`src/dscpm_pkg.sv`:
```
`timescale 1ns / 1ps
// ----------------------------------------------------------------------------
// DSCP marker package
// Shared opcodes, controller states and the command and status structs.
// ----------------------------------------------------------------------------
package dscpm_pkg;

  typedef enum logic [1:0] {
    OP_PACKET = 2'd0,
    OP_WRITE  = 2'd1,
    OP_REMOVE = 2'd2,
    OP_MODE   = 2'd3
  } opcode_t;

  typedef enum logic [2:0] {
    ST_IDLE,
    ST_CLASSIFY,
    ST_SCAN,
    ST_FINISH,
    ST_OUT
  } state_t;

  localparam logic [15:0] ETHERTYPE_IPV4 = 16'h0800;
  localparam logic [15:0] MIN_FRAME_LEN  = 16'd34;

  // Commands from the controller to the datapath.
  typedef struct packed {
    logic capture;
    logic do_write;
    logic classify;
    logic scan_start;
    logic scan_step;
    logic finish;
    logic out_load;
  } dscpm_cmd_t;

  // Status from the datapath to the controller.
  typedef struct packed {
    logic is_packet;
    logic need_scan;
    logic scan_last;
  } dscpm_stat_t;

endpackage

```
`src/dscpm_ctrl.sv`:
```
`timescale 1ns / 1ps
// ----------------------------------------------------------------------------
// DSCP marker controller
// Sequences capture, classification, the prefix scan and result delivery.
// ----------------------------------------------------------------------------
module dscpm_ctrl (
  input  logic                  clk,
  input  logic                  rst,
  input  logic                  in_valid,
  output logic                  in_stall,
  output logic                  out_valid,
  input  logic                  out_stall,
  output dscpm_pkg::dscpm_cmd_t cmd,
  input  dscpm_pkg::dscpm_stat_t stat
);

  dscpm_pkg::state_t state, state_next;

  // State register.
  always_ff @(posedge clk) begin
    if (rst) begin
      state <= dscpm_pkg::ST_IDLE;
    end else begin
      state <= state_next;
    end
  end

  // Next state.
  always_comb begin
    state_next = state;
    unique case (state)
      dscpm_pkg::ST_IDLE: begin
        if (in_valid) state_next = dscpm_pkg::ST_CLASSIFY;
      end
      dscpm_pkg::ST_CLASSIFY: begin
        if (!stat.is_packet) state_next = dscpm_pkg::ST_FINISH;
        else if (stat.need_scan) state_next = dscpm_pkg::ST_SCAN;
        else state_next = dscpm_pkg::ST_FINISH;
      end
      dscpm_pkg::ST_SCAN: begin
        if (stat.scan_last) state_next = dscpm_pkg::ST_FINISH;
      end
      dscpm_pkg::ST_FINISH: state_next = dscpm_pkg::ST_OUT;
      dscpm_pkg::ST_OUT: begin
        if (!out_stall) state_next = dscpm_pkg::ST_IDLE;
      end
      default: state_next = dscpm_pkg::ST_IDLE;
    endcase
  end

  // Outputs.
  always_comb begin
    cmd       = '0;
    in_stall  = 1'b1;
    out_valid = 1'b0;
    unique case (state)
      dscpm_pkg::ST_IDLE: begin
        in_stall    = 1'b0;
        cmd.capture = in_valid;
      end
      dscpm_pkg::ST_CLASSIFY: begin
        cmd.classify   = 1'b1;
        cmd.do_write   = !stat.is_packet;
        cmd.scan_start = stat.is_packet && stat.need_scan;
      end
      dscpm_pkg::ST_SCAN: cmd.scan_step = 1'b1;
      dscpm_pkg::ST_FINISH: begin
        cmd.finish   = 1'b1;
        cmd.out_load = 1'b1;
      end
      dscpm_pkg::ST_OUT: out_valid = 1'b1;
      default: ;
    endcase
  end

`ifndef SYNTHESIS
  // An item is taken only from idle.
  a_accept_idle: assert property (@(posedge clk) disable iff (rst)
    (in_valid && !in_stall) |-> state == dscpm_pkg::ST_IDLE)
    else $error("accept outside idle");
  // A result waiting on stall stays offered.
  a_out_hold: assert property (@(posedge clk) disable iff (rst)
    (out_valid && out_stall) |=> out_valid)
    else $error("result dropped while stalled");
  // The scan only starts from classification.
  a_scan_entry: assert property (@(posedge clk) disable iff (rst)
    $rose(state == dscpm_pkg::ST_SCAN) |-> $past(state) == dscpm_pkg::ST_CLASSIFY)
    else $error("bad scan entry");
`endif

endmodule

```
`config.mk`:
```
export PLATFORM = sky130hd
export DESIGN_NAME = dscpm_ctrl
export DESIGN_NICKNAME = d
export VERILOG_FILES = /design/src/dscpm_pkg.sv /design/src/dscpm_ctrl.sv
export SDC_FILE = /design/constraint.sdc
export NUM_CORES = 1
export LEC_CHECK = 0
export BUFFER_PORTS_ARGS = -buffer_cell sky130_fd_sc_hd__buf_2
export CAP_MARGIN = 5
export CORE_AREA = 10 10 47 49
export DETAILED_ROUTE_END_ITERATION = 16
export DIE_AREA = 0 0 57 59
export SYNTH_ARGS = -nofsm -noshare
export SYNTH_HDL_FRONTEND = slang
export SYNTH_SLANG_ARGS = --single-unit
```
`constraint.sdc`:
```
create_clock -name clk -period 1.2 [get_ports clk]
set_input_delay 0.06 -clock clk [delete_from_list [all_inputs] [get_ports clk]]
set_output_delay 0.06 -clock clk [all_outputs]
set_load 0.02 [all_outputs]
```
# After elaboration in Yosys (flattened, before gate mapping)
# Cells that the tools add are included.
# op_classes
eq_ne	7
muxes	12
n_reduce_logical	4
# op_table
cell	count
$pmux W3 S5	1
$mux W3	4
$eq A3 B2 Y1 const B	2
$mux W1	6
$ne A2 B2 Y1 const B	3
$eq A3 B1 Y1 const B	1
$eq A3 B3 Y1 const B	1
$logic_not A3 Y1	1
$reduce_and A3 Y1	1
$mux W2	1
$logic_and A1 B1 Y1	1
$logic_not A1 Y1	1
# word_totals
ff_bits	3
wordCells	24

# Logic depth before layout (Yosys ltp)
# Gate-level depths: netlist of the first run.
# logic_depth
ltp_word	3
depth_mapped	4
depth_no_buf	3

# Worst setup path before layout of the first run
# Ideal clock, no wire load.
# synth_timing
path_type	register to output
startpoint	register state[0]
endpoint	output port cmd[5] in the netlist's numbering
t_arrival_ns	1.199
required_time_ns	1.140
slack_ns	-0.059
stages_incl_launch_ff	4
path_buffers	1
cell_sequence	dfxtp_1 -> buf_4 -> nor3b_2 -> nor2b_1
# synth_rtl
element	line	source
start, declared	dscpm_ctrl.sv:17	dscpm_pkg::state_t state, state_next;
start signal, assigned	dscpm_ctrl.sv:22	state <= dscpm_pkg::ST_IDLE;
start signal, assigned	dscpm_ctrl.sv:24	state <= state_next;
end, declared	dscpm_ctrl.sv:13	output dscpm_pkg::dscpm_cmd_t cmd,

==> results of run 1 <==
cells by family after synthesis:
logic type,after synthesis,share of synthesized area (%)
AO/OA/AOI/OAI,3,8.136
XOR/XNOR,1,4.071
buffers and inverters,5,13.95
flip-flops,3,27.91
AND/OR/NAND/NOR,14,45.94
power by group through the flow:
stage / logic (mW) / clock network, mW / registers, mW
after floorplan: 0.211 / 0 / 0.143
after global routing: 0.436 / 0.204 / 0.163
after global placement: 0.271 / 0 / 0.158
after CTS: 0.361 / 0.193 / 0.155
after detailed placement: 0.272 / 0 / 0.159
final: 0.397 / 0.184 / 0.158
cell usage in the layout (no fill, tap or decap):
cell | Yosys | final
buf_2 | 0 | 8
buf_6 | 0 | 6
buf_4 | 3 | 6
clkbuf_4 | 0 | 3
nor3_1 | 2 | 2
nor3b_4 | 0 | 2
nand2_1 | 2 | 2
nor2_1 | 2 | 2
dfxtp_4 | 0 | 2
and3b_2 | 0 | 1
inv_2 | 1 | 1
or3_4 | 1 | 1
and3_1 | 1 | 1
nor2b_4 | 0 | 1
inv_1 | 1 | 1
nor2_4 | 0 | 1
o21ai_1 | 1 | 1
a211oi_1 | 1 | 1
a21oi_1 | 1 | 1
xnor2_1 | 1 | 1
nor3_2 | 1 | 1
clkbuf_1 | 0 | 1
dfxtp_2 | 0 | 1
critical path: stages, from the launching register on:
cell,delay (ns)
dfxtp_4,0.35
or3_4,0.40
nor2_4,0.09
buf_6,0.12
final cells by class:
class | instances | area, um2 | area share (%)
multi-input combinational | 18 | 151.4 | 35.48
clock buffer | 4 | 26.28 | 6.158
tap | 16 | 20.02 | 4.692
inverter | 2 | 7.507 | 1.760
timing repair buffer | 20 | 152.6 | 35.78
sequential | 3 | 68.82 | 16.13
what timing repair did:
| action | CTS | global route |
|---|---|---|
| pin swaps | 0 | 4 |
| cloned | 0 | 0 |
| setup buffers | 4 | 0 |
| resized for setup | 11 | 12 |
| hold buffers | 0 | 0 |
| endpoints found under the setup margin | 6 | 8 |
per-layer routing:
metal / global-route usage [%] / wire [um]
met5: 0 / 0
met4: 7.047 / 29
met3: 3.004 / 99
met2: 6.822 / 327
met1: 4.497 / 269
path summary, 6_finish.rpt:
kind / end / slack, ns / cells past startpoint
worst max-delay path: cmd[6] / -0.05 / 3
worst min-delay path: state[1] / 0.02 / 2
worst max register to register: state[2] / 0.17 / 4
worst min register to register: state[1] / 0.50 / 1
==> out/qor.csv, run 1 <==
metric;value;unit
outcome;complete, but fails checks;
failed_checks;negative setup slack;
p_sw;0.2804;mW
final_area;426.7;um2
synth-seq-cells;3;
route.detailed.drc;0;
finalWeightedCongestion;0.7403;
setup_slack;-0.04957;ns
synth.distinct_cells;18;
power.clock.fraction;24.9;%
crit_path_start_kind;flop;
biggestRegsByFlops;state: 3 flops;
cts_max_level;1;
wire_per_inst;11.52;um
drv.max_cap_violation_count;0;
report.final.slew_viol_count;0;
p_per_area;1732;mW/mm2
synth_top_area_cell;dfxtp_1;
worstPathArrival;1.19;ns
rsz0062_at_grt;true;
worstSetupPathType;reg2out;
ios;16;
irDropWorstVdd;0.6775;mV
p_int;0.4587;mW
yosys_warnings;0;
largest_register_ffs;3;
clock.fmax;800.3;MHz
die_h;59;um
end_kind;output pin;
min_period;1.250;ns
port_buffers;15;
insertedDiodeCount;0;
worstHoldStart;rst;
syn_to_final_growth;98.26;%
cts_tree;yes;
dp.cells;55;
cts_buffer_depth;2;
start_util;15.36;%
grt_usage;5.050;%
slew_headroom;85.49;%
post-dp-hpwl;537.6;um
critPathMaxFanout;5;
rows;14;
drt-total-wl;726;um
yosys-top-cells-count;buf_4 (3), dfxtp_1 (3);
cts-root-buf;clkbuf_4;
die_w;57;um
grt.overflow.total;0;
worstPathRequired;1.14;ns
p_sw_share;37.94;%
clock_skew;0.005990;ns
fin_crit_sh;104.1;%
largest-register;state;
fillers;163;
grt_pass1_vias;302;
totalPowerFinal;0.7392;mW
pre_cts_ws;0.1136;ns
synth_seq_area_share;27.91;%
first_iter_violations;0;
final_util;30.45;%
synth_edf_count;0;
combPwrFrac;53.8;%
async_reset_ff_share;0;%
finalSetupViolCount;2;
cts_sinks;3;
r2r-start;state[0];
cp-startpoint;state[0];
nets;55;
worst_pin_slew;0.2161;ns
ys.flop_type;dfxtp_1;
numCtsBuffers;3;
ant_nets;0;
die_area;0.003363;mm2
synthTopCellsByArea;dfxtp_1 (28%), nor3b_2 (12%), buf_4 (10%);
tns;-0.06701;ns
first_pass_iters;1;
path_clk_slew;0.04;ns
grt_pass1_wl;1248;um
core;0.001401;mm2
postSynthAreaPerCell;8.277;um2
final_layout_size_suffix_gt1_share;72.34;%
syn_area;215.2;um2
final-hold-violation-count;0;
place_area;297.8;um2
vias_per_cell;3.984;
via_count;251;
synth_nets;33;
antenna_found_initial;0;
leakage;0.2032;nW
syn_inst;26;
synth_top_area_share;27.91;%
whs;0.02433;ns
grt_max_degree;8;
min_path_type;in2reg;
clk_latency;0.24;ns
p_seq_share;21.4;%
layoutNonFillerInstCount;63;
(Power assumes the default switching activity.)
==> run 2: changes to the inputs <==
==> constraint.sdc (replaced) <==
create_clock -name clk -period 1.2 [get_ports clk]
set_input_delay 0.3 -clock clk [delete_from_list [all_inputs] [get_ports clk]]
set_output_delay 0.3 -clock clk [all_outputs]
set_load 0.02 [all_outputs]
==> run 2 against run 1 <==
Effect of this change:
- the flow still finishes with violations (negative setup slack)
- critical path depth unchanged
- maximum frequency decreased by 15%
- non-clock buffer count increased by 1
- first-iteration DRC count increased by 1
- hold slack improved by 0.24 ns
- largest power group unchanged
==> out/qor.csv, run 2 (synthesized netlist as in run 1, its figures left out) <==
metric;value;unit;change
outcome;complete, but fails checks;;
failed_checks;negative setup slack;;
worst_pin_slew;0.2041;ns;-0.01198 ns
irDropWorstVdd;0.4058;mV;-40%
path_clk_slew;0.04;ns;about the same
syn_to_final_growth;108.1;%;
min_path_cells;2;;unchanged
die_h;59;um;unchanged
critPathMaxFanout;4;;-1
reg2reg_slack;0.16;ns;about the same
grt_pass1_wl;1283;um;+2.8%
cts_buffer_depth;2;;unchanged
whs;0.2627;ns;+0.2384 ns
r2r-start;state[2];;
first_iter_violations;1;;+1
antenna_found_initial;0;;unchanged
via_count;253;;+0.80%
end_kind;output pin;;
finalWeightedCongestion;0.6950;;-6.1%
ff2ff_path_depth;4;;unchanged
first_pass_iters;2;;+1
min_to;state[1];;
cts_tree;yes;;
grt_pass1_vias;302;;unchanged
wire_per_inst;12.25;um;+6.3%
rows;14;;unchanged
rsz0062_at_grt;true;;
cts_sinks;3;;unchanged
biggestRegsByFlops;state: 3 flops;;
die_area;0.003363;mm2;unchanged
final-hold-violation-count;0;;unchanged
setup_slack;-0.2686;ns;-0.2191 ns
largest_register_ffs;3;;unchanged
grt_usage;5.061;%;+0.011 points
vias_per_cell;3.953;;-0.78%
pre_cts_ws;-0.06524;ns;-0.1788 ns
cts-root-buf;clkbuf_4;;
clock.fmax;680.9;MHz;-15%
r2r_end;state[2];;
core;0.001401;mm2;unchanged
ios;16;;unchanged
final_area;447.9;um2;+5.0%
crit_path_start_kind;flop;;
start_util;15.36;%;unchanged
place_area;355.3;um2;+19%
final_layout_size_suffix_gt1_share;77.08;%;+4.7 points
dp.cells;59;;+7.3%
cts_max_level;1;;unchanged
ant_nets;0;;unchanged
fin_crit_sh;122.4;%;+18 points
die_w;57;um;unchanged
nets;56;;+1.8%
route.detailed.drc;0;;unchanged
layoutNonFillerInstCount;64;;+1.6%
worstPathRequired;0.90;ns;-0.24 ns
worstPathArrival;1.17;ns;-0.02 ns
leakage;0.2109;nW;+3.8%
drv.max_cap_violation_count;0;;unchanged
grt.overflow.total;0;;unchanged
port_buffers;15;;unchanged
report.final.slew_viol_count;0;;unchanged
worstHoldStart;rst;;
worstSetupPathType;reg2out;;
hold_buffers;0;;unchanged
min_path_type;in2reg;;
p_per_area;1715;mW/mm2;-1.0%
grt_max_degree;5;;-3
finalSetupViolCount;9;;+7
insertedDiodeCount;0;;unchanged
max_stage_delay;0.40;ns;about the same
drt-total-wl;784;um;+8.0%
tns;-1.803;ns;-1.736 ns
final_cell_mix;buf_2 (7), buf_6 (7), buf_4 (7);;
clock_skew;0.005226;ns;-0.0007634 ns
numCtsBuffers;3;;unchanged
slew_headroom;86.38;%;+0.89 points
clk_latency;0.24;ns;about the same
crit_slowest_cell;or3_4;;
crit_chain;or3_4 > nor2_4 > buf_6;;
min_period;1.469;ns;+0.2191 ns
largest-register;state;;
==> run 2: cell types whose count changed in the layout (fill, tap and decap cells not counted) <==
| cell | change |
|---|---|
| and3_4 | +1 |
| dfxtp_4 | -1 |
| buf_4 | +1 |
| buf_6 | +1 |
| nor3_2 | +1 |
| buf_2 | -1 |
| nor3_1 | -1 |
| and3_1 | -1 |
| dfxtp_2 | +1 |
==> run 2: worst max-delay path: cells and delay by family (launching register included) <==
| family | cells | cell delay (ns) |
|---|---|---|
| simple gates | 2 | 0.49 |
| flops | 1 | 0.33 |
| buf+inv | 1 | 0.12 |
==> run 2: worst max-delay path by stage <==
stage               startpoint  endpoint  slack [ns]
floorplan             state[0]    cmd[3]       -0.12
global placement      state[2]    cmd[6]       -0.05
detailed placement    state[1]    cmd[6]       -0.07
CTS                   state[0]    cmd[6]       -0.27
global route          state[0]    cmd[6]       -0.33
finish                state[0]    cmd[6]       -0.27
==> run 2: power breakdown <==
| group | internal [mW] | switching, mW | total, mW |
|---|---|---|---|
| combinational | 0.226 | 0.203 | 0.429 |
| clock | 0.125 | 0.0612 | 0.186 |
| sequential | 0.127 | 0.0262 | 0.153 |
==> run 2: per-stage QoR <==
| stage | utilization [%] | power, mW |
|---|---|---|
| 2_1_floorplan | - | 0.3956 |
| 3_3_place_gp | 25.36 | 0.5011 |
| 3_5_place_dp | 25.36 | 0.5057 |
| 4_1_cts | 31.25 | 0.7633 |
| 5_1_grt | 31.96 | 0.8198 |
| 6_report | 31.96 | 0.7681 |
==> run 2: final cells by class <==
| type | instances | area, um2 |
|---|---|---|
| inverters | 2 | 7.507 |
| well taps | 16 | 20.02 |
| flip-flops and latches | 3 | 66.31 |
| clock buffers | 4 | 26.28 |
| multi-input cells | 18 | 161.4 |
| fillers | 160 | 953.4 |
| repair buffers | 21 | 166.4 |
==> run 2: metal layers <==
metal	routed length (um)	GRT usage [%]	up-vias
met5	0	0	-
met4	33	6.040	0
met3	107	2.790	4
met2	375	7.752	13
met1	267	4.286	107
li1	-	-	129
==> run 2: what timing repair did <==
action	CTS	global route
gates resized for setup	18	2
pin swaps	5	0
buffers inserted	1	0
endpoints found under the setup margin	9	9
